**src/rtl/core/ndd_pkg.sv**
```systemverilog
// Shared types and constants for the Newton divided-difference interpolator.
// Used by ndd_ctrl, ndd_datapath, the top level and the checker.
`default_nettype none

package ndd_pkg;

  // Input opcodes
  localparam logic [1:0] OP_LOAD  = 2'd0;
  localparam logic [1:0] OP_EVAL  = 2'd1;
  localparam logic [1:0] OP_CLEAR = 2'd2;

  // Result status codes
  localparam logic [2:0] ST_OK   = 3'd0;
  localparam logic [2:0] ST_NONE = 3'd1;
  localparam logic [2:0] ST_DUP  = 3'd2;
  localparam logic [2:0] ST_SAT  = 3'd3;
  localparam logic [2:0] ST_DROP = 3'd4;

  // Restoring divider: 33-bit magnitude shifted left by 16 gives 49 quotient bits
  localparam int DIV_STEPS = 49;
  localparam int DIV_KW    = 6;

  // Commands from the controller to the datapath
  typedef struct packed {
    logic ld_node;     // write x/y stores from the input ports
    logic w_wr_y;      // copy registered y read into the work store
    logic w_wr_q;      // write saturated quotient into the work store
    logic cap_eval;    // hold the evaluation abscissa
    logic cap_a;       // hold first operand pair (w[i], x[i])
    logic div_init;    // load divider from difference operands
    logic div_step;    // one restoring divide step
    logic p_load;      // load Horner accumulator from work read
    logic mul;         // form |p|*|x - x_i|
    logic horner_add;  // scale, add coefficient, saturate
    logic out_load;    // load result register
    logic out_zero;    // result value forced to zero
  } ctrl_t;

  // Status from the datapath to the controller
  typedef struct packed {
    logic den_zero;    // duplicate node abscissa
    logic q_sat;       // quotient saturated
    logic h_sat;       // Horner step saturated
  } stat_t;

endpackage

`default_nettype wire

```
**src/rtl/core/ndd_datapath.sv**
```systemverilog
// Datapath: node and work stores, divided-difference divider and Horner unit.
// Driven by ndd_ctrl through ndd_pkg::ctrl_t; depends on ndd_pkg.
`default_nettype none

module ndd_datapath #(
  parameter int MAX_POINTS = 16
) (
  input  wire logic                          clk,
  input  wire logic [31:0]                   in_x_value,
  input  wire logic [31:0]                   in_y_value,
  input  wire ndd_pkg::ctrl_t                ctrl,
  input  wire logic [$clog2(MAX_POINTS)-1:0] rd_addr,
  input  wire logic [$clog2(MAX_POINTS)-1:0] x_addr,
  input  wire logic [$clog2(MAX_POINTS)-1:0] wr_addr,
  output ndd_pkg::stat_t                     stat,
  output logic [31:0]                        out_poly_value
);

  // Stores
  logic [31:0] x_mem [MAX_POINTS];
  logic [31:0] y_mem [MAX_POINTS];
  logic [31:0] w_mem [MAX_POINTS];
  logic [31:0] x_q, y_q, w_q;

  // Operand, divider and Horner registers
  logic [31:0] xev_r, ax_r, aw_r;
  logic [48:0] dvd_r;
  logic [33:0] rem_r;
  logic [32:0] dvs_r;
  logic        qneg_r;
  logic [31:0] p_r, c_r;
  logic [63:0] prod_r;
  logic        pneg_r;
  logic [31:0] out_poly_r;

  logic [32:0] num, den, num_mag, den_mag, d, d_mag;
  logic [31:0] p_mag, qval;
  logic [33:0] trial;
  logic [49:0] tv, sv, sum;
  logic [31:0] hval;
  logic        q_pos_ovf, q_neg_ovf, h_ovf;

  // Write and read the stores
  always_ff @(posedge clk) begin
    if (ctrl.ld_node) begin
      x_mem[wr_addr] <= in_x_value;
      y_mem[wr_addr] <= in_y_value;
    end
    if (ctrl.w_wr_y) begin
      w_mem[wr_addr] <= y_q;
    end else if (ctrl.w_wr_q) begin
      w_mem[wr_addr] <= qval;
    end
    x_q <= x_mem[x_addr];
    y_q <= y_mem[rd_addr];
    w_q <= w_mem[rd_addr];
  end

  // Difference operands and divider step
  always_comb begin
    num     = {aw_r[31], aw_r} - {w_q[31], w_q};
    den     = {ax_r[31], ax_r} - {x_q[31], x_q};
    num_mag = num[32] ? (33'd0 - num) : num;
    den_mag = den[32] ? (33'd0 - den) : den;
    trial   = {rem_r[32:0], dvd_r[48]} - {1'b0, dvs_r};
  end

  // Saturate the signed quotient
  always_comb begin
    q_pos_ovf = |dvd_r[48:31];
    q_neg_ovf = (|dvd_r[48:32]) || (dvd_r[31] && (|dvd_r[30:0]));
    if (!qneg_r) begin
      qval = q_pos_ovf ? 32'h7fff_ffff : dvd_r[31:0];
    end else begin
      qval = q_neg_ovf ? 32'h8000_0000 : (32'd0 - dvd_r[31:0]);
    end
  end

  // Horner operands, scaling and saturation
  always_comb begin
    d     = {xev_r[31], xev_r} - {x_q[31], x_q};
    d_mag = d[32] ? (33'd0 - d) : d;
    p_mag = p_r[31] ? (32'd0 - p_r) : p_r;
    tv    = {2'b00, prod_r[63:16]};
    sv    = pneg_r ? (50'd0 - tv) : tv;
    sum   = sv + {{18{c_r[31]}}, c_r};
    h_ovf = !((&sum[49:31]) || !(|sum[49:31]));
    if (h_ovf) begin
      hval = sum[49] ? 32'h8000_0000 : 32'h7fff_ffff;
    end else begin
      hval = sum[31:0];
    end
  end

  // Advance the working registers on command
  always_ff @(posedge clk) begin
    if (ctrl.cap_eval) xev_r <= in_x_value;
    if (ctrl.cap_a) begin
      aw_r <= w_q;
      ax_r <= x_q;
    end
    if (ctrl.div_init) begin
      qneg_r <= num[32] ^ den[32];
      dvd_r  <= {num_mag, 16'd0};
      dvs_r  <= den_mag;
      rem_r  <= '0;
    end else if (ctrl.div_step) begin
      if (!trial[33]) begin
        rem_r <= trial;
        dvd_r <= {dvd_r[47:0], 1'b1};
      end else begin
        rem_r <= {rem_r[32:0], dvd_r[48]};
        dvd_r <= {dvd_r[47:0], 1'b0};
      end
    end
    if (ctrl.p_load) begin
      p_r <= w_q;
    end else if (ctrl.horner_add) begin
      p_r <= hval;
    end
    if (ctrl.mul) begin
      prod_r <= 64'(p_mag) * 64'(d_mag[31:0]);
      pneg_r <= p_r[31] ^ d[32];
      c_r    <= w_q;
    end
    if (ctrl.out_load) begin
      out_poly_r <= ctrl.out_zero ? 32'd0 : p_r;
    end
  end

  assign stat.den_zero  = (ax_r == x_q);
  assign stat.q_sat     = qneg_r ? q_neg_ovf : q_pos_ovf;
  assign stat.h_sat     = h_ovf;
  assign out_poly_value = out_poly_r;

endmodule

`default_nettype wire

```
**config.mk**
```make
export PLATFORM = sky130hd
export DESIGN_NAME = ndd_datapath
export DESIGN_NICKNAME = d
export VERILOG_FILES = /design/src/rtl/core/ndd_pkg.sv /design/src/rtl/core/ndd_datapath.sv
export SDC_FILE = /design/constraint.sdc
export NUM_CORES = 2
export LEC_CHECK = 0
export ABC_AREA = 1
export BUFFER_PORTS_ARGS = -buffer_cell sky130_fd_sc_hd__buf_2
export CORE_MARGIN = 2
export CORE_UTILIZATION = 45
export CTS_BUF_LIST = sky130_fd_sc_hd__clkbuf_16
export CTS_CLUSTER_SIZE = 24
export DETAILED_ROUTE_END_ITERATION = 16
export PLACE_DENSITY = 0.7
export RECOVER_POWER = 50
export SYNTH_ARGS = -nofsm -noshare
export SYNTH_HDL_FRONTEND = slang
export SYNTH_SLANG_ARGS = --single-unit
```
**constraint.sdc**
```tcl
create_clock -name clk -period 22.4 [get_ports clk]
set_input_delay 2.24 -clock clk [delete_from_list [all_inputs] [get_ports clk]]
set_output_delay 2.24 -clock clk [all_outputs]
set_load 0.01 [all_outputs]
```
; Word level (Yosys, flattened, before mapping)
; Memories as Yosys holds them, arrays and structs flattened. A register that Yosys moved wholly into a read port is not among the register bits.
; Cells that the tools add are included.
[word_totals]
output_inout_bits = 35
ramBits = 1536
mem_count = 3
elab_cells = 70
inputBits = 89
register_bits = 373
[memory_table]
columns = name, depth, width, read_ports, rd_ports_with_merged_regs, write_ports, line
row1 = w_mem, 16, 32, 1, 1, 1, ndd_datapath.sv:22  ; logic [31:0] w_mem [MAX_POINTS];
row2 = x_mem, 16, 32, 1, 1, 1, ndd_datapath.sv:20  ; logic [31:0] x_mem [MAX_POINTS];
row3 = y_mem, 16, 32, 1, 1, 1, ndd_datapath.sv:21  ; logic [31:0] y_mem [MAX_POINTS];
[classes]
n_bitwise = 3
eq_ne = 1
mul = 1
n_addsub = 11
mux = 25
reduce_logical = 12
[op_table]
columns = operator, count
row1 = 2-to-1 mux 32 bit, 11
row2 = subtractor 32 x 32 -> 33 bit, 3
row3 = 2-to-1 mux 49 bit, 2
row4 = "subtractor 1 x 32 -> 32 bit, first input constant", 3
row5 = 2-to-1 mux 33 bit, 2
row6 = "subtractor 1 x 33 -> 33 bit, first input constant", 2
row7 = multiplier 32 x 32 -> 64 bit, 1
row8 = adder 50 bit, 1
row9 = 2-to-1 mux 50 bit, 1
row10 = "subtractor 1 x 48 -> 49 bit, first input constant", 1
row11 = subtractor 34 x 33 -> 34 bit, 1
row12 = equality test 32 bit, 1
row13 = OR reduction 31 bit, 1
row14 = AND reduction 19 bit, 1
row15 = OR reduction 19 bit, 1
row16 = OR reduction 18 bit, 1
row17 = OR reduction 17 bit, 1
row18 = 2-to-1 mux 1 bit, 9
row19 = nonzero test 2 bit, 2
row20 = zero test 1 bit, 2
row21 = logical OR 1 bit, 2
row22 = bitwise XOR 1 bit, 2
row23 = logical AND 1 bit, 1
row24 = bitwise OR 1 bit, 1

; Longest topological paths before layout
[depth]
depth_word = 9
ltp_mapped = 52
ltp_nobuf = 50

; Worst setup path before layout
; Ideal clock, no wire load.
[synth_path]
kind = flip-flop to flip-flop
startpoint = reg p_r[0]
endpoint = reg prod_r[58], data pin
period_less_slack_ns = 8.664
arrival_ns = 8.412
setup_slack_ns = 13.736
path_buffers = 2
required_ns = 22.148
setup_ns = 0.252
stages_incl_launch_ff = 41
path_cell_list = edfxtp_1 -> inv_1 -> buf_1 -> ha_1 -> nand4_1 -> nor2_1 -> inv_1 -> nor3_1 -> nand4_1 -> nor3_1 -> nand2_1 -> nand2_1 -> nand2_1 -> xor2_1 -> clkinv_1 -> buf_1 -> nand2_1 -> fa_1 -> [5 not listed] -> fa_1 -> fa_1 -> fa_1 -> fa_1 -> inv_1 -> fa_1 -> inv_1 -> ha_1 -> a21oi_1 -> o21ai_0 -> a21boi_0 -> o21ai_0 -> inv_1 -> o21ai_0 -> a221oi_1 -> nand2_1 -> nand2_1 -> nand2_1
[synth_between]
elab_chain_cells = 3
[synth_rtl]
columns = element, line
row1 = start: declaration, ndd_datapath.sv:31  ; logic [31:0] p_r, c_r;
row2 = start signal: assignment, ndd_datapath.sv:117  ; p_r <= w_q;
row3 = start signal: assignment, ndd_datapath.sv:119  ; p_r <= hval;
row4 = subtractor 1 x 32 -> 32 bit, ndd_datapath.sv:83  ; p_mag = p_r[31] ? (32'd0 - p_r) : p_r;
row5 = 2-to-1 mux 32 bit (*), ndd_datapath.sv:83
row6 = multiplier 32 x 32 -> 64 bit (*), ndd_datapath.sv:122  ; prod_r <= 64'(p_mag) * 64'(d_mag[31:0]);
row7 = end signal: assignment, ndd_datapath.sv:122
row8 = end: declaration, ndd_datapath.sv:32  ; logic [63:0] prod_r;
; Every way passes the cells marked *; elsewhere a longest branch is shown, timed or not.
; A chain may end at the register's enable or synchronous reset.

; Final worst setup path
[layout_path]
startpoint = reg x_q[0], read port of x_mem
endpoint = reg prod_r[58], data pin
[layout_between]
elab_chain_cells = 4
[layout_rtl]
columns = element, line
row1 = start: declaration, ndd_datapath.sv:23  ; logic [31:0] x_q, y_q, w_q;
row2 = subtractor 32 x 32 -> 33 bit (*), ndd_datapath.sv:81  ; d = {xev_r[31], xev_r} - {x_q[31], x_q};
row3 = subtractor 1 x 32 -> 32 bit, ndd_datapath.sv:82  ; d_mag = d[32] ? (33'd0 - d) : d;
row4 = 2-to-1 mux 32 bit (*), ndd_datapath.sv:82
row5 = multiplier 32 x 32 -> 64 bit (*), ndd_datapath.sv:122
; Marks and branches as above.

==> out/metrics.csv <==
metric,value,unit
status,"finished, violations left",
failed_checks,"capacitance limit, slew limit",
ys_ff_latch,1989,
netlist_instances,12500,
io_pins,124,
maxCapViolCount,32,
synth-seq-area-share,46.1,%
track_usage,25.7,%
fin_util,49.2,%
synth-async-reset-ratio,0,%
r2r_slack,11.10,ns
ant_nets,0,
rsz0062_at_grt,false,
hold_path.class,reg2reg,
syn-num-nets,14000,
postCtsSetupBuffers,0,
routed_wl,370000,µm
wl_met2,169000,µm
dp_hpwl,257000,µm
cts.sinks,1989,
tns,0,ns
num_rows,194,
worstMarginPinSlew,3.28,ns
grt_overflow,0,
chipHeight,534,µm
finalSetupViolCount,0,
max_freq,88.5,MHz
path_class,reg2reg,
cts_tree,done,
clock_skew,0.0690,ns
drt_iter0_markers,9188,
ctsHoldBuffers,0,
gp_congestion,1.02,
cp_common_cell,fa_1,
design.core.area,0.279,mm²
slew_violations,963,
fillCellCount,25000,
insertion_delay,0.88,ns
fp.dieW,534,µm
ys.flop_type,edfxtp_1,
hold_viol,0,
ys_types,72,
grt_pass1_vias,90000,
critPathMaxStageDelay,1.10,ns
antenna_found_initial,40,
cts_resized,0,
dieArea,0.285,mm²
numPortBuffers,123,
avgRoutedWirePerCell,22.5,µm
top_layer_used,met5,
grt_max_degree,200,
viasPerCell,5.56,
required,22.99,ns
setup.worst_path.end_class,register,
critPathArrivalTime,11.89,ns
path_clk_slew,0.07,ns
cts-root-buf,clkbuf_16,
h-tree-depth,4,
firstDrtPassIters,10,
cts_buffers,195,
grt_pass1_wl,557000,µm
cts_max_path_buffers,3,
min_period,11.30,ns
cp_slowest_cell,nand2_1,
drive_gt1_share,5.06,%
vias,91300,
nNetsFinal,14000,
layout_commonest_cell,inv_1,
maxSlewHeadroom,-119,%
synth_edf_count,1844,
drc,0,
crit_path_start_kind,register,
synth_area,0.126,mm²
final_cell_mix,"inv_1 (2110), edfxtp_1 (1844), nand2_1 (1833)",
finalCritPeriodShare,50.4,%
wl_met1,150000,µm
syn_avg_cell_area,10.1,µm²
dr_wl_met3,35900,µm
initial_core_util,45.2,%
cp_max_fo,22,
syn_to_final_growth,8.80,%
ys_warn_count,0,
## area by class of cell
cell class	instances	area [µm²]	area share, %
Multi-Input combinational cell	7941	58400	42.5
Clock inverter	174	1510	1.10
Timing Repair Buffer	288	1750	1.27
Tap cell	3724	4660	3.39
Sequential cell	1989	58300	42.4
Clock buffer	196	4900	3.57
Inverter	2110	7940	5.77
Antenna cell	7	17.5	0.0127
## synth_stat cells (10+ instances only)
cell type	count	area, µm²
nor3_2	10	100
nand2_2	16	100
clkbuf_1	358	1340
buf_1	56	210
nand4_1	75	469
mux2i_1	384	3840
xor2_1	223	1950
o21a_1	23	173
nor2_2	27	169
o21ai_1	15	75.1
ha_1	444	5560
edfxtp_1	1844	55400
a21o_1	30	225
nor2_1	1093	4100
a31oi_1	37	231
buf_4	12	90.1
a21oi_1	804	4020
inv_2	20	75.1
clkinv_1	17	63.8
buf_2	69	345
xnor2_1	69	604
nand3_1	514	2570
o21bai_1	24	180
fa_1	900	18000
o31ai_1	13	97.6
nand3b_1	19	143
nand2_1	1833	6880
nor3_1	86	430
o21ai_0	745	3730
dfxtp_1	145	2900
nor4_1	23	144
o22ai_1	19	119
inv_1	2073	7780
buf_6	11	124
o211ai_1	403	3030
## critical path: cells and delay by family (launching register included)
kind,cells,cell delay [ns]
AO/OA/AOI/OAI,7,1.52
XOR/XNOR,1,0.49
adder cells (fa/ha/maj),11,5.06
buffers and inverters,7,0.54
flip-flops,1,0.34
AND/OR/NAND/NOR,15,3.07
## registers in the layout, indices dropped and copies added (netlist names)
signal / flops
w_q: 32
y_mem: 512
pneg_r: 1
p_r: 32
out_poly_value: 32
ax_r: 32
rem_r: 33
dvd_r: 49
x_mem: 512
w_mem: 512
y_q: 32
qneg_r: 1
xev_r: 32
x_q: 32
aw_r: 32
dvs_r: 33
c_r: 32
prod_r: 48
## final timing paths
path                    from                    to  cells past startpoint
max reg2reg   x_q[0]$_DFF_P_  prod_r[58]$_DFFE_PP_                     41
min reg2reg  x_q[19]$_DFF_P_    ax_r[19]$_DFFE_PP_                      0
max           x_q[0]$_DFF_P_  prod_r[58]$_DFFE_PP_                     41
min          x_q[19]$_DFF_P_    ax_r[19]$_DFFE_PP_                      0
## cells by family (layout without fill, tap and decap cells)
kind of cell | count (synthesis) | after routing | synth area share [%]
AO/OA/AOI/OAI | 2167 | 2167 | 9.78
XOR/XNOR | 302 | 302 | 2.15
adder cells (fa/ha/maj) | 1344 | 1344 | 18.7
buffers and inverters | 2617 | 2768 | 7.94
flip-flops | 1989 | 1989 | 46.1
multiplexers | 384 | 384 | 3.04
other | 0 | 7 | 0
AND/OR/NAND/NOR | 3744 | 3744 | 12.3
## routing by layer
| metal | vias up | global-route usage (%) |
|---|---|---|
| met5 | - | 0 |
| met4 | 40 | 9.75 |
| met3 | 767 | 5.59 |
| met2 | 4006 | 41.0 |
| met1 | 44900 | 34.5 |
| li1 | 41600 | - |
## per-stage QoR
stage	std cells	hold slack, ns	worst slack [ns]	area (µm²)
4_1_cts	16400	0.403	11.31	138000
3_5_place_dp	16100	0.415	11.38	131000
3_3_place_gp	16100	0.411	11.45	131000
6_report	16400	0.417	11.10	137000
2_1_floorplan	12500	0.408	13.74	126000
5_1_grt	16400	0.417	10.58	137000
Power is not shown: default switching activity piles up to over one toggle a cycle in this logic, so the estimate is an artifact.
