==> config.mk <==
export PLATFORM = sky130hd
export DESIGN_NAME = ndd_ctrl
export DESIGN_NICKNAME = d
export VERILOG_FILES = /design/src/rtl/core/ndd_pkg.sv /design/src/rtl/core/ndd_ctrl.sv
export SDC_FILE = /design/constraint.sdc
export NUM_CORES = 1
export LEC_CHECK = 0
export BUFFER_PORTS_ARGS = -buffer_cell sky130_fd_sc_hd__buf_4
export CAP_MARGIN = 0
export CORE_ASPECT_RATIO = 0.8
export CORE_UTILIZATION = 32
export DETAILED_ROUTE_END_ITERATION = 8
export RECOVER_POWER = 100
export SYNTH_ARGS = -nofsm -noshare
export SYNTH_HDL_FRONTEND = slang
export SYNTH_SLANG_ARGS = --single-unit
==> constraint.sdc <==
create_clock -name clk -period 3 [get_ports clk]
set_input_delay 0 -clock clk [delete_from_list [all_inputs] [get_ports clk]]
set_output_delay 0 -clock clk [all_outputs]
set_load 0.02 [all_outputs]
==> src/rtl/core/ndd_pkg.sv <==
// Shared types and constants for the Newton divided-difference interpolator.
// Used by ndd_ctrl, ndd_datapath, the top level and the checker.
`default_nettype none

package ndd_pkg;

  // Input opcodes
  localparam logic [1:0] OP_LOAD  = 2'd0;
  localparam logic [1:0] OP_EVAL  = 2'd1;
  localparam logic [1:0] OP_CLEAR = 2'd2;

  // Result status codes
  localparam logic [2:0] ST_OK   = 3'd0;
  localparam logic [2:0] ST_NONE = 3'd1;
  localparam logic [2:0] ST_DUP  = 3'd2;
  localparam logic [2:0] ST_SAT  = 3'd3;
  localparam logic [2:0] ST_DROP = 3'd4;

  // Restoring divider: 33-bit magnitude shifted left by 16 gives 49 quotient bits
  localparam int DIV_STEPS = 49;
  localparam int DIV_KW    = 6;

  // Commands from the controller to the datapath
  typedef struct packed {
    logic ld_node;     // write x/y stores from the input ports
    logic w_wr_y;      // copy registered y read into the work store
    logic w_wr_q;      // write saturated quotient into the work store
    logic cap_eval;    // hold the evaluation abscissa
    logic cap_a;       // hold first operand pair (w[i], x[i])
    logic div_init;    // load divider from difference operands
    logic div_step;    // one restoring divide step
    logic p_load;      // load Horner accumulator from work read
    logic mul;         // form |p|*|x - x_i|
    logic horner_add;  // scale, add coefficient, saturate
    logic out_load;    // load result register
    logic out_zero;    // result value forced to zero
  } ctrl_t;

  // Status from the datapath to the controller
  typedef struct packed {
    logic den_zero;    // duplicate node abscissa
    logic q_sat;       // quotient saturated
    logic h_sat;       // Horner step saturated
  } stat_t;

endpackage

`default_nettype wire

==> src/rtl/core/ndd_ctrl.sv <==
// Controller: handshakes, point count, and the sequencer for copy,
// divided differences and Horner evaluation. Depends on ndd_pkg.
`default_nettype none

module ndd_ctrl #(
  parameter int MAX_POINTS = 16
) (
  input  wire logic                          clk,
  input  wire logic                          rst_n,
  input  wire logic                          in_valid,
  output logic                               in_ready,
  input  wire logic [1:0]                    in_opcode,
  output logic                               out_valid,
  input  wire logic                          out_ready,
  output logic [2:0]                         out_status,
  output ndd_pkg::ctrl_t                     ctrl,
  output logic [$clog2(MAX_POINTS)-1:0]      rd_addr,
  output logic [$clog2(MAX_POINTS)-1:0]      x_addr,
  output logic [$clog2(MAX_POINTS)-1:0]      wr_addr,
  input  wire ndd_pkg::stat_t                stat
);

  localparam int CW = $clog2(MAX_POINTS + 1);
  localparam int IW = $clog2(MAX_POINTS);

  typedef enum logic [3:0] {
    S_IDLE, S_C_RD, S_C_WR, S_D_RD0, S_D_RD1, S_D_SET, S_D_DIV, S_D_WR,
    S_H_INIT, S_H_LDP, S_H_RD, S_H_MUL, S_H_ADD, S_FIN
  } state_t;

  state_t                  state_r, state_nxt;
  logic [CW-1:0]           cnt_r, cnt_nxt;
  logic                    drop_r, drop_nxt;
  logic [IW-1:0]           i_r, i_nxt, j_r, j_nxt;
  logic [ndd_pkg::DIV_KW-1:0] k_r, k_nxt;
  logic                    sat_r, sat_nxt;
  logic [2:0]              res_r, res_nxt;
  logic                    out_valid_r, out_valid_nxt;
  logic [2:0]              out_status_r, out_status_nxt;
  logic [CW-1:0]           cnt_m1;
  logic [IW-1:0]           n1;

  assign cnt_m1 = cnt_r - CW'(1);
  assign n1     = cnt_m1[IW-1:0];

  // Next-state, counters and datapath commands
  always_comb begin
    state_nxt      = state_r;
    cnt_nxt        = cnt_r;
    drop_nxt       = drop_r;
    i_nxt          = i_r;
    j_nxt          = j_r;
    k_nxt          = k_r;
    sat_nxt        = sat_r;
    res_nxt        = res_r;
    out_valid_nxt  = out_valid_r && !out_ready;
    out_status_nxt = out_status_r;
    ctrl           = '0;
    rd_addr        = i_r;
    x_addr         = i_r;
    wr_addr        = i_r;
    case (state_r)
      S_IDLE: begin
        if (in_valid) begin
          case (in_opcode)
            ndd_pkg::OP_LOAD: begin
              if (cnt_r != CW'(MAX_POINTS)) begin
                ctrl.ld_node = 1'b1;
                wr_addr      = cnt_r[IW-1:0];
                cnt_nxt      = cnt_r + CW'(1);
              end else begin
                drop_nxt = 1'b1;
              end
            end
            ndd_pkg::OP_EVAL: begin
              ctrl.cap_eval = 1'b1;
              sat_nxt       = 1'b0;
              i_nxt         = '0;
              if (cnt_r == '0) begin
                res_nxt   = ndd_pkg::ST_NONE;
                state_nxt = S_FIN;
              end else begin
                res_nxt   = ndd_pkg::ST_OK;
                state_nxt = S_C_RD;
              end
            end
            ndd_pkg::OP_CLEAR: begin
              cnt_nxt  = '0;
              drop_nxt = 1'b0;
            end
            default: begin
            end
          endcase
        end
      end
      // Copy ordinates into the work store
      S_C_RD: state_nxt = S_C_WR;
      S_C_WR: begin
        ctrl.w_wr_y = 1'b1;
        if (i_r == n1) begin
          if (cnt_r == CW'(1)) begin
            state_nxt = S_H_INIT;
          end else begin
            j_nxt     = IW'(1);
            i_nxt     = n1;
            state_nxt = S_D_RD0;
          end
        end else begin
          i_nxt     = i_r + IW'(1);
          state_nxt = S_C_RD;
        end
      end
      // Divided differences, in place from the top entry down
      S_D_RD0: state_nxt = S_D_RD1;
      S_D_RD1: begin
        rd_addr    = i_r - IW'(1);
        x_addr     = i_r - j_r;
        ctrl.cap_a = 1'b1;
        state_nxt  = S_D_SET;
      end
      S_D_SET: begin
        if (stat.den_zero) begin
          res_nxt   = ndd_pkg::ST_DUP;
          state_nxt = S_FIN;
        end else begin
          ctrl.div_init = 1'b1;
          k_nxt         = '0;
          state_nxt     = S_D_DIV;
        end
      end
      S_D_DIV: begin
        ctrl.div_step = 1'b1;
        k_nxt         = k_r + ndd_pkg::DIV_KW'(1);
        if (k_r == ndd_pkg::DIV_KW'(ndd_pkg::DIV_STEPS - 1)) begin
          state_nxt = S_D_WR;
        end
      end
      S_D_WR: begin
        ctrl.w_wr_q = 1'b1;
        sat_nxt     = sat_r || stat.q_sat;
        state_nxt   = S_D_RD0;
        if (i_r == j_r) begin
          if (j_r == n1) begin
            state_nxt = S_H_INIT;
          end else begin
            j_nxt = j_r + IW'(1);
            i_nxt = n1;
          end
        end else begin
          i_nxt = i_r - IW'(1);
        end
      end
      // Horner evaluation from the top coefficient
      S_H_INIT: begin
        rd_addr   = n1;
        i_nxt     = n1;
        state_nxt = S_H_LDP;
      end
      S_H_LDP: begin
        ctrl.p_load = 1'b1;
        state_nxt   = (i_r == '0) ? S_FIN : S_H_RD;
      end
      S_H_RD: begin
        rd_addr   = i_r - IW'(1);
        x_addr    = i_r - IW'(1);
        state_nxt = S_H_MUL;
      end
      S_H_MUL: begin
        ctrl.mul  = 1'b1;
        state_nxt = S_H_ADD;
      end
      S_H_ADD: begin
        ctrl.horner_add = 1'b1;
        sat_nxt         = sat_r || stat.h_sat;
        i_nxt           = i_r - IW'(1);
        state_nxt       = (i_r == IW'(1)) ? S_FIN : S_H_RD;
      end
      // Hand the result to the output register once it is free
      S_FIN: begin
        if (!out_valid_r || out_ready) begin
          ctrl.out_load = 1'b1;
          ctrl.out_zero = (res_r != ndd_pkg::ST_OK);
          out_valid_nxt = 1'b1;
          if (res_r != ndd_pkg::ST_OK) begin
            out_status_nxt = res_r;
          end else if (sat_r) begin
            out_status_nxt = ndd_pkg::ST_SAT;
          end else if (drop_r) begin
            out_status_nxt = ndd_pkg::ST_DROP;
          end else begin
            out_status_nxt = ndd_pkg::ST_OK;
          end
          state_nxt = S_IDLE;
        end
      end
      default: state_nxt = S_IDLE;
    endcase
  end

  // Hold state and registered outputs
  always_ff @(posedge clk) begin
    if (!rst_n) begin
      state_r     <= S_IDLE;
      cnt_r       <= '0;
      drop_r      <= 1'b0;
      out_valid_r <= 1'b0;
    end else begin
      state_r     <= state_nxt;
      cnt_r       <= cnt_nxt;
      drop_r      <= drop_nxt;
      out_valid_r <= out_valid_nxt;
    end
    i_r          <= i_nxt;
    j_r          <= j_nxt;
    k_r          <= k_nxt;
    sat_r        <= sat_nxt;
    res_r        <= res_nxt;
    out_status_r <= out_status_nxt;
  end

  assign in_ready   = (state_r == S_IDLE);
  assign out_valid  = out_valid_r;
  assign out_status = out_status_r;

endmodule

`default_nettype wire

* Yosys cells after proc, flatten, opt, wreduce, memory -nomap -nowiden
Index checks and enable logic that the tools add are counted.
** Storage, ports and cells
- Memory bits (writable) :: 0
- ROM bits :: 0
- Memories kept :: 0
- Register bits after elaboration :: 32
- Bits of input ports :: 9
- Word-level logic and storage cells :: 148
- Latch bits :: 0
** Cells by class
- Multiply operators :: 0
- Reduce and logical (&&, ||, !) cells :: 27
- Magnitude comparators :: 0
- Shift operators :: 0
- Multiplexer cells :: 68
- Div/mod/pow operators :: 0
- Bitwise operators :: 0
- Add/sub/neg operators :: 7
- Equality and inequality tests :: 36
** Operators with widths (number)
- 4-bit 2-to-1 mux :: 24
- 4-bit one-hot mux with 14 select lines :: 1
- 4-bit equality test, second input constant :: 6
- 3-bit 2-to-1 mux :: 8
- 4-bit one-hot mux with 2 select lines :: 3
- 1-bit 2-to-1 mux :: 22
- 2-bit inequality test, second input constant :: 11
- 4-bit one-hot mux with 5 select lines :: 1
- 4-bit by 3-bit equality test with 1-bit output, second input constant :: 4
- 4-bit AND reduction :: 4
- 4-bit equality test :: 3
- 6-bit one-hot mux with 2 select lines :: 1
- 5-bit one-hot mux with 2 select lines :: 1
- 5-bit AND reduction :: 2
- 4-bit by 1-bit adder with 4-bit output, second input constant :: 2
- 4-bit by 1-bit equality test with 1-bit output, second input constant :: 2
- 4-bit by 2-bit equality test with 1-bit output, second input constant :: 2
- 4-bit zero test :: 2
- 2-bit nonzero test :: 4
- 4-bit by 1-bit subtractor with 4-bit output, second input constant :: 2
- 6-bit by 1-bit adder with 6-bit output, second input constant :: 1
- 6-bit equality test, second input constant :: 1
- 6-bit 2-to-1 mux :: 1
- 3-bit inequality test, second input constant :: 2
- other kinds (22) :: 28

* Depth between registers and ports, before layout
Gate-level depths: netlist (run 1).
- Depth in word-level cells :: 5
- Gate-level depth with buffers :: 8
- Mapped depth without buffers :: 7

* Worst setup path after synthesis (run 1)
OpenSTA, ideal clock, no wires.
- Kind :: register to register
- From :: register cnt_r[0]
- To :: register i_r[0] (enable)
- Arrival time :: 1.967 ns
- Setup time :: 0.365 ns
- Data required time :: 2.635 ns
- Cell stages (with the launch flop) :: 9
- Slack :: 0.668 ns
- Path through :: dfxtp_1 -> buf_2 -> inv_1 -> ha_1 -> xnor2_1 -> nor3_1 -> and3_1 -> a22oi_1 -> a21boi_0
** Between the ends
- Word-level cells in the longest chain between the ends :: 4
- Elaborated cells on any way between the ends :: 7
- Those cells by class :: 1 x add/sub; 5 x eq/ne; 1 x reduce/logical
** Ends and longest elaborated chain
- from (decl) :: line ndd_ctrl.sv:32 : logic [CW-1:0] cnt_r, cnt_nxt;
- from (signal assigned) :: line ndd_ctrl.sv:209 : cnt_r <= cnt_nxt;
- 4-bit by 1-bit subtractor with 4-bit output :: line ndd_ctrl.sv:43 : assign cnt_m1 = cnt_r - CW'(1);
- 4-bit equality test, on equally long branches :: line ndd_ctrl.sv:143, ndd_ctrl.sv:100
- 3-bit inequality test (no source line)
- 5-bit AND reduction (no source line) (*)
- to (signal assigned) :: line ndd_ctrl.sv:213 : i_r <= i_nxt;
- to (decl) :: line ndd_ctrl.sv:34 : logic [IW-1:0] i_r, i_nxt, j_r, j_nxt;
Every way passes the cells marked *; elsewhere a longest branch is shown, timed or not.
A chain may end at the register's enable or synchronous reset.

* Worst setup path after layout (run 1)
- From :: register state_r[0]
- To :: output port wr_addr[0]
** Between the ends
- Word-level cells in the longest chain between the ends :: 2
** Ends and longest elaborated chain
- from (decl) :: line ndd_ctrl.sv:31 : state_t state_r, state_nxt;
- from (signal assigned) :: line ndd_ctrl.sv:208 : state_r <= state_nxt;
- 4-bit zero test :: line ndd_ctrl.sv:62 : case (state_r)
- 4-bit 2-to-1 mux :: line ndd_ctrl.sv:62
- to (decl) :: line ndd_ctrl.sv:19 : output logic [$clog2(MAX_POINTS)-1:0] wr_addr,
Every way passes these cells.

==> results.md, run 1 <==
* Outcome: finished, final reports clean
* Async SR Flop Fraction at 0%
* DR WL/cell at 15.56 microns
* Max Clk Rate at 369.0 MHz
* First-pass GRT wire length at 10.60 mm
* Worst R2R Start: cnt_r[0]$_SDFFE_PN0P_
* NumNets Final at 355
* Hold Slack at 0.02387 ns
* Worst Hold Path EP: state_r[3]$_SDFFE_PN0P_
* Max Cap Viol at 0
* Critical Path Fanout Max at 13
* Largest net degree at the start of global routing at 19
* Area grow syn2layout at 14.60%
* P_leak at 1.099 nW
* Total CTS buffers at 5
* Worst-Margin Slew at 0.7211 ns
* RSZ-0062 raised after global routing: false
* Gate Count Post-Synth at 298
* Global route overflow at 0
* GRT Total Usage at 17.00%
* Setup_tns at 0 ns
* Final setup fails at 0
* ANT nets after route at 0
* Post-CTS resize count at 0
* Vias in the first global route at 2040
* # diodes at 0
* Worst path required time at 3.00 ns
* Hold path start: stat[2]
* Detailed-route vias per instance at 5.311
* Maximum vdd drop at 0.0004618 V
* Residual DRC count at 0
* I/O pin count at 38
* Endpoints failing hold at 0
* CTS Root Buffer Type: clkbuf_8
* Area of the core at 7567 sq um
* Final worst setup slack at 0.2899 ns
* Worst skew pair latency at 0.28 ns
* Power per cell area at 818.6 nW/um^2
* Tcrit/Tclk final at 90.34%
* Routed via count at 2321
* Most common cell after layout, fill and taps aside: nor2_1
* Initial core utilization at 33.75%
* Post-CTS Hold Fix Bufs at 0
* Most frequent cells in the layout: nor2_1 (38), clkbuf_1 (27), nand2_1 (22)
* Worst reg2reg path depth at 7
* GP Congestion at 0.8801
* Primary FF master, synth: edfxtp_1
* Final HPWL DP at 5.313 mm
* Clk slew on worst S/H paths at 0.07 ns
* Worst Skew at 0.003597 ns
* Worst path slowest cell: or4_1
* Total number of H-tree levels at 2
* Synthesized area at 2554 sq um
* DP Worst Slack at 0.4427 ns
* Die W at 101.9 microns
* Syn_nets at 322
* CP peak stage delay at 0.71 ns
* Number of DRC markers in iteration 0 at 140
* Setup bufs post-CTS at 0
* Final wirelength at 6.799 mm
* Initial antenna violation count at 0
* Fin crit period at 2.710 ns
* CTS tree: built
* WHS Path Cells at 3
* CP Capture Type: primary output
* Layout cells sized above 1 at 8.735%
* Die ar. at 8344 sq um
* Row count at 28
* Relative slew slack at 51.50%
* Crit-path cells: clkbuf_1, or4_1, clkinvlp_2, nand3b_4, nor3_4, nand2_1, o21ai_0, buf_4
* FF-to-FF End: i_r[3]$_DFFE_PP_
* Netlist cell types at 58
* Clock Path Buffers at 2
* Yosys reg bits at 31
* First-pass iteration count of the detailed router at 5
* Syn_area_per_cell at 8.569 sq um
* Port bufs at 37
* Post-synth EDFFs at 20
* Worst reg2reg setup slack at 0.38 ns
* Setup CP Type: reg -> out
* Crit path DAT at 2.71 ns
* Hold crit path type: in -> reg
* Worst setup SP type: flop
* Sink Count at 31
* Seq/Total Area, Yosys at 32.14%
* Fin. max-slew vios at 0
* Die Y at 81.90 microns
* YS warnings at 0
## synth_stat cells, types with 3 or more instances
library cell	instances	area share [%]
a21oi_1	10	2.0
a31oi_1	4	0.98
and2_1	5	1.2
buf_2	6	1.2
clkbuf_1	10	1.5
dfxtp_1	11	8.6
edfxtp_1	20	24
ha_1	14	6.9
inv_1	20	2.9
nand2_1	22	3.2
nand2b_1	7	1.7
nand3_1	8	1.6
nand3b_1	6	1.8
nor2_1	38	5.6
nor3_1	13	2.5
nor3b_1	4	1.2
o211ai_1	3	0.88
o21ai_0	18	3.5
o221ai_1	8	2.7
xnor2_1	12	4.1
xor2_1	10	3.4
## power by group
part | switching, mW | internal (mW)
clock network | 0.166 | 0.243
registers | 0.135 | 0.554
logic | 0.809 | 0.488
## flip-flops by register name, summed over array words and instances, names as in the netlist
register,cells
i_r,4
j_r,4
k_r,6
state_r,4
drop_r,1
res_r,2
sat_r,1
cnt_r,5
out_valid,1
out_status,3
## layout make-up
class                           instances  area, sq um
Fill cell                             831         4641
Clock buffer                            5        68.82
Sequential cell                        31        820.8
Multi-Input combinational cell        229         1565
Timing Repair Buffer                   43        221.5
Tap cell                              105        131.4
Inverter                               21        80.08
Clock inverter                          3        38.79
## layer usage
metal | up-vias | GRT usage [%] | wire length (microns)
li1 | 1127 | - | -
met1 | 1072 | 24.65 | 3254
met2 | 110 | 26.08 | 2835
met3 | 12 | 2.809 | 637
met4 | 0 | 4.286 | 72
met5 | - | 0 | 0
## metrics by stage
| step | utilization, % | power, mW | area (sq um) | std cells |
|---|---|---|---|---|
| 2_1_floorplan | - | 1.641 | 2554 | 298 |
| 3_3_place_gp | 38.71 | 2.098 | 2929 | 429 |
| 3_5_place_dp | 38.71 | 2.098 | 2929 | 429 |
| 4_1_cts | 40.13 | 2.514 | 3037 | 437 |
| 5_1_grt | 38.67 | 2.563 | 2927 | 437 |
| 6_report | 38.67 | 2.396 | 2927 | 437 |
## critical path, delay by kind of cell, from the launching register on
| kind | cells | cell delay [ns] |
|---|---|---|
| AND/OR/NAND/NOR | 4 | 1.28 |
| buffers and inverters | 3 | 0.68 |
| flip-flops | 1 | 0.35 |
| AO/OA/AOI/OAI | 1 | 0.12 |
## cell families after synthesis
kind of cell / Yosys count / synth area share, %
XOR/XNOR: 25 / 10.29
AND/OR/NAND/NOR: 123 / 26.21
buffers and inverters: 38 / 6.222
AO/OA/AOI/OAI: 64 / 16.71
adder cells (fa/ha/maj): 15 / 7.643
multiplexers: 2 / 0.7840
flip-flops: 31 / 32.14
## worst max-delay path by stage
| stage | startpoint | slack (ns) | endpoint |
|---|---|---|---|
| after floorplan | cnt_r[0]$_SDFFE_PN0P_ | 0.67 | i_r[0]$_DFFE_PP_ |
| after global placement | cnt_r[0]$_SDFFE_PN0P_ | 0.54 | i_r[0]$_DFFE_PP_ |
| after detailed placement | cnt_r[0]$_SDFFE_PN0P_ | 0.44 | i_r[1]$_DFFE_PP_ |
| after CTS | cnt_r[0]$_SDFFE_PN0P_ | 0.42 | i_r[3]$_DFFE_PP_ |
| after global routing | state_r[0]$_SDFFE_PN0P_ | 0.11 | wr_addr[0] |
| final | state_r[0]$_SDFFE_PN0P_ | 0.29 | wr_addr[0] |
(Power assumes the default switching activity.)
==> run 2, diff against run 1 <==
- MAX_ROUTING_LAYER: not set -> met4
==> run 2 against run 1 <==
Routed wire length grew 0.47%. First-iteration DRC count is 0.71% lower. Clock power is essentially flat. Die area stayed put. Total power increased by 0.10%. Critical path depth unchanged. Combinational power about the same. Critical endpoint unchanged.
==> results.md, run 2 (synthesized netlist as in run 1, its figures left out) <==
* Outcome: finished, final reports clean
* Final HPWL DP at 5.313 mm (unchanged)
* Die W at 101.9 microns (unchanged)
* CP peak stage delay at 0.71 ns (about the same)
* Internal cell power at 1.285 mW (about the same)
* First-pass iteration count of the detailed router at 5 (unchanged)
* Most frequent cells in the layout: nor2_1 (38), clkbuf_1 (27), nand2_1 (22)
* Number of DRC markers in iteration 0 at 139 (-0.71%)
* Clock power share at 17.1% (about the same)
* Residual DRC count at 0 (unchanged)
* GRT Total Usage at 17.50% (+0.50 points)
* # diodes at 0 (unchanged)
* Clk slew on worst S/H paths at 0.07 ns (about the same)
* Pwr Total at 2.398 mW (+0.10%)
* Max Cap Viol at 0 (unchanged)
* Max Clk Rate at 369.8 MHz (+0.21%)
* Worst skew pair latency at 0.28 ns (about the same)
* First-pass GRT wire length at 10.59 mm (about the same)
* Final wirelength at 6.831 mm (+0.47%)
* Reg power frac at 28.8% (about the same)
* Combinational share of power at 54.2% (about the same)
* Net Sw Power at 1.113 mW (+0.22%)
* Clock Path Buffers at 2 (unchanged)
* Largest net degree at the start of global routing at 19 (unchanged)
* Global route overflow at 0 (unchanged)
* GP Congestion at 0.8947 (+1.7%)
* Final instance area at 2927 sq um (unchanged)
* ANT nets after route at 0 (unchanged)
* Row count at 28 (unchanged)
* Core Util, Final at 38.67% (unchanged)
* CTS tree: built
* Initial antenna violation count at 0 (unchanged)
* Crit path DAT at 2.70 ns (about the same)
* Most flops, register: k_r
* Post-Layout Cell Count at 437 (unchanged)
* Switching portion of total power at 46.42% (+0.055 points)
* Worst path slowest cell: or4_1
* Area of the core at 7567 sq um (unchanged)
* Tcrit/Tclk final at 90.15% (-0.19 points)
* Sink Count at 31 (unchanged)
* Die ar. at 8344 sq um (unchanged)
* Worst Skew at 0.004519 ns (+0.0009221 ns)
* DP Area at 2929 sq um (unchanged)
* Power per cell area at 819.5 nW/um^2 (+0.10%)
* Worst-Margin Slew at 0.7167 ns (-0.004345 ns)
* Hold crit path type: in -> reg
* Routed via count at 2319 (-0.086%)
* Post-CTS Hold Fix Bufs at 0 (unchanged)
* Max FFs per register at 6 (unchanged)
* Relative slew slack at 51.79% (+0.29 points)
* Setup bufs post-CTS at 0 (unchanged)
* Crit-path cells: clkbuf_1, or4_1, clkinvlp_2, nand3b_4, nor3_4, nand2_1, o21ai_0, buf_4
* Critical Path Fanout Max at 13 (unchanged)
* Fin crit period at 2.705 ns (-0.005626 ns)
* Maximum vdd drop at 0.0004665 V (+1.0%)
* Setup_tns at 0 ns (unchanged)
* Setup CP Type: reg -> out
* Endpoints failing hold at 0 (unchanged)
* Layout cells sized above 1 at 8.735% (unchanged)
* CP Capture Type: primary output
* DR WL/cell at 15.63 microns (+0.47%)
* Initial core utilization at 33.75% (unchanged)
* Most common cell after layout, fill and taps aside: nor2_1
* Dpl cells at 429 (unchanged)
* Post-CTS resize count at 0 (unchanged)
* Final setup fails at 0 (unchanged)
* NumNets Final at 355 (unchanged)
* P_leak at 1.099 nW (unchanged)
* Worst setup SP type: flop
* Biggest regs: k_r: 6 flops, cnt_r: 5 flops
* Total CTS buffers at 5 (unchanged)
* Worst path required time at 3.00 ns (about the same)
* CTS Root Buffer Type: clkbuf_8
* RSZ-0062 raised after global routing: false
* Die Y at 81.90 microns (unchanged)
* Detailed-route vias per instance at 5.307 (about the same)
* Port bufs at 37 (unchanged)
* Fin. max-slew vios at 0 (unchanged)
* I/O pin count at 38 (unchanged)
* Area grow syn2layout at 14.60% (unchanged)
* Vias in the first global route at 2047 (+0.34%)
* Total number of H-tree levels at 2 (unchanged)
## run 2: cell counts in the layout (fill, tap and decap cells not counted)
No cell type changed its count.
## run 2: critical path: cells and delay by family, from the launching register on
family                 cells  cell delay (ns)
buffers and inverters      3             0.68
and+or+nand+nor            4             1.27
AOI/OAI and AO/OA          1             0.12
DFF                        1             0.35
## run 2: power by group through the flow
stage          clock (mW)  sequential, mW  combinational (mW)
2_1_floorplan           0           0.615                1.03
3_5_place_dp            0           0.699                1.40
3_3_place_gp            0           0.698                1.40
6_report            0.409           0.690                1.30
5_1_grt             0.438           0.706                1.42
4_1_cts             0.416           0.689                1.41
## run 2: final timing paths
check	startpoint	endpoint	slack (ns)	depth (start not counted)
worst max-delay path	state_r[0]$_SDFFE_PN0P_	wr_addr[0]	0.30	8
worst min-delay path	stat[2]	state_r[3]$_SDFFE_PN0P_	0.02	3
worst max register to register	cnt_r[0]$_SDFFE_PN0P_	i_r[3]$_DFFE_PP_	0.38	7
worst min register to register	drop_r$_SDFFE_PN0P_	drop_r$_SDFFE_PN0P_	0.54	2
## run 2: stage by stage
| stage | hold WS (ns) | setup slack [ns] |
|---|---|---|
| after floorplan | 0.05175 | 0.6681 |
| after global placement | 0.3164 | 0.5401 |
| after detailed placement | 0.3228 | 0.4427 |
| after CTS | 0.01600 | 0.4172 |
| after global routing | 0.04843 | 0.1089 |
| final | 0.01981 | 0.2955 |
## run 2: area by class of cell
cell class / instances / area [sq um]
Fill cell: 831 / 4641
Multi-Input combinational cell: 229 / 1565
Sequential cell: 31 / 820.8
Timing Repair Buffer: 43 / 221.5
Tap cell: 105 / 131.4
Inverter: 21 / 80.08
Clock buffer: 5 / 68.82
Clock inverter: 3 / 38.79
## run 2: per-layer routing
metal / part of all wire [%] / GRT usage [%] / up-vias
met3: 8.6 / 2.809 / 8
met5: 0 / - / -
met2: 42 / 26.28 / 103
li1: - / - / 1127
met4: 0.92 / 4.286 / 0
met1: 49 / 24.50 / 1081
==> run 3, diff against run 2 <==
--- a/config.mk
+++ b/config.mk
@@ -17 +17,2 @@
 export SYNTH_SLANG_ARGS = --single-unit
+export TNS_END_PERCENT = 20
--- a/constraint.sdc
+++ b/constraint.sdc
@@ -3,2 +3,2 @@
 set_output_delay 0 -clock clk [all_outputs]
-set_load 0.02 [all_outputs]
+set_load 0.1 [all_outputs]
==> run 3 against run 2 <==
Die area did not move. Routed wire length fell by 3.1%. Utilization increased by 0.18 points. Sequential power rose by 4.8%. Via count is 0.17% lower. Worst hold slack barely moved. Combinational power increased by 65%. Clock power is 17% lower. Register-to-register slack better by 0.03 ns. Setup slack lost 0.083 ns. Maximum frequency fell by 3.0%. Final area is 0.47% higher.
==> results.md, run 3 (synthesized netlist as in run 1, its figures left out) <==
* Number of DRC markers in iteration 0 at 179 (+29%)
* Critical Path Fanout Max at 15 (+2)
* Core Util, Final at 38.86% (+0.18 points)
* GRT Total Usage at 17.82% (+0.32 points)
* Worst setup SP type: flop
* Largest net degree at the start of global routing at 18 (-1)
* Worst-Margin Slew at 1.181 ns (+0.4645 ns)
* Outcome: finished, final reports clean
* Most frequent cells in the layout: nor2_1 (38), nand2_1 (22), inv_1 (20), edfxtp_1 (20), o21ai_0 (18)
* Layout cells sized above 1 at 13.25% (+4.5 points)
* Most flops, register: k_r
* Vias in the first global route at 2138 (+4.4%)
* Most common cell after layout, fill and taps aside: nor2_1
* Worst Hold Path EP: drop_r$_SDFFE_PN0P_
* WHS Path Cells at 3 (unchanged)
* Setup bufs post-CTS at 0 (unchanged)
* CP Capture Type: primary output
* DR WL/cell at 15.14 microns (-3.1%)
* Hold path start: rst_n
* Detailed-route vias per instance at 5.297 (-0.17%)
* Initial antenna violation count at 0 (unchanged)
* Global route overflow at 0 (unchanged)
* Final setup fails at 0 (unchanged)
* Clock Path Buffers at 2 (unchanged)
* Fin. max-slew vios at 0 (unchanged)
* # diodes at 0 (unchanged)
* Residual DRC count at 0 (unchanged)
* I/O pin count at 38 (unchanged)
* GP Congestion at 0.9260 (+3.5%)
* Total number of H-tree levels at 2 (unchanged)
* Worst Skew at 0.004516 ns (-0.000002250 ns)
* Power per cell area at 1093 nW/um^2 (+33%)
* Sink Count at 31 (unchanged)
* Relative slew slack at 21.59% (-30 points)
* Total CTS buffers at 5 (unchanged)
* Die ar. at 8344 sq um (unchanged)
* Row count at 28 (unchanged)
* Area grow syn2layout at 15.14%
* Endpoints failing hold at 0 (unchanged)
* Worst skew pair latency at 0.29 ns (about the same)
* Worst path required time at 3.00 ns (about the same)
* Pwr Total at 3.214 mW (+34%)
* Clk slew on worst S/H paths at 0.07 ns (about the same)
* RSZ-0062 raised after global routing: false
* CTS Root Buffer Type: clkbuf_8
* Post-CTS resize count at 0 (unchanged)
* Biggest regs: k_r: 6 flops, cnt_r: 5 flops
* Worst R2R Start: cnt_r[1]$_SDFFE_PN0P_
* Hold crit path type: in -> reg
* First-pass GRT wire length at 11.03 mm (+4.1%)
* Crit path DAT at 2.79 ns (+0.09 ns)
* FF-to-FF End: i_r[0]$_DFFE_PP_
* Worst reg2reg path depth at 7 (unchanged)
* Post-CTS Hold Fix Bufs at 0 (unchanged)
* Max Clk Rate at 358.8 MHz (-3.0%)
* Final wirelength at 6.618 mm (-3.1%)
* CTS tree: built
* Final HPWL DP at 5.184 mm (-2.4%)
* Max Cap Viol at 0 (unchanged)
* Routed via count at 2315 (-0.17%)
* Max FFs per register at 6 (unchanged)
* ANT nets after route at 0 (unchanged)
* Die Y at 81.90 microns (unchanged)
* Fin crit period at 2.787 ns (+0.08288 ns)
* First-pass iteration count of the detailed router at 5 (unchanged)
* Initial core utilization at 33.75% (unchanged)
* P_leak at 1.138 nW (+3.6%)
* Setup CP Type: reg -> out
* Worst reg2reg setup slack at 0.41 ns (+0.03 ns)
* Area of the core at 7567 sq um (unchanged)
* Port bufs at 37 (unchanged)
* Die W at 101.9 microns (unchanged)
* NumNets Final at 355 (unchanged)
* Maximum vdd drop at 0.001042 V (+120%)
* Tcrit/Tclk final at 92.91% (+2.8 points)
[run 3: power breakdown]
group,switching (mW),internal (mW),total [mW]
Sequential,0.168,0.555,0.723
Clock,0.158,0.183,0.341
Combinational,1.63,0.518,2.15
Total,1.96,1.26,3.21
[run 3: layer usage]
metal | global-route usage [%] | wire, microns
met1 | 24.88 | 3272
met2 | 26.08 | 2758
met3 | 3.064 | 441
met4 | 5.714 | 145
met5 | - | 0
[run 3: worst max path at each step]
| stage | startpoint | to | slack (ns) | depth (start not counted) |
|---|---|---|---|---|
| after global routing | state_r[2]$_SDFFE_PN0P_ | rd_addr[1] | 0.06 | 5 |
| after detailed placement | cnt_r[1]$_SDFFE_PN0P_ | i_r[0]$_DFFE_PP_ | 0.44 | 7 |
| final | state_r[2]$_SDFFE_PN0P_ | rd_addr[0] | 0.21 | 6 |
| after CTS | state_r[2]$_SDFFE_PN0P_ | rd_addr[2] | 0.33 | 7 |
| after floorplan | state_r[2]$_SDFFE_PN0P_ | i_r[1]$_DFFE_PP_ | -0.74 | 5 |
| after global placement | cnt_r[1]$_SDFFE_PN0P_ | i_r[0]$_DFFE_PP_ | 0.57 | 7 |
[run 3: worst max-delay path, stage by stage, from the launching register on]
cell     delay [ns]
dfxtp_1        0.64
buf_4          0.24
or4b_1         0.58
and2_0         0.31
nor2_1         0.14
a221o_1        0.14
buf_2          0.43
[run 3: cell type report]
| cell class | instances | area, sq um |
|---|---|---|
| Multi-Input combinational cell | 229 | 1570 |
| Tap cell | 105 | 131.4 |
| Fill cell | 836 | 4627 |
| Sequential cell | 31 | 820.8 |
| Clock buffer | 6 | 82.58 |
| Inverter | 21 | 80.08 |
| Clock inverter | 2 | 11.26 |
| Timing Repair Buffer | 43 | 244.0 |
[run 3: through the flow]
stage	hold slack, ns	area (sq um)	TNS (ns)	setup slack, ns	std cells
final	0.01940	2940	0	0.2126	437
after global routing	0.04132	2940	0	0.06480	437
after CTS	0.01450	3028	0	0.3278	437
after detailed placement	0.3189	2934	0	0.4422	429
after global placement	0.3103	2934	0	0.5661	429
after floorplan	0.1247	2559	-8.322	-0.7380	298
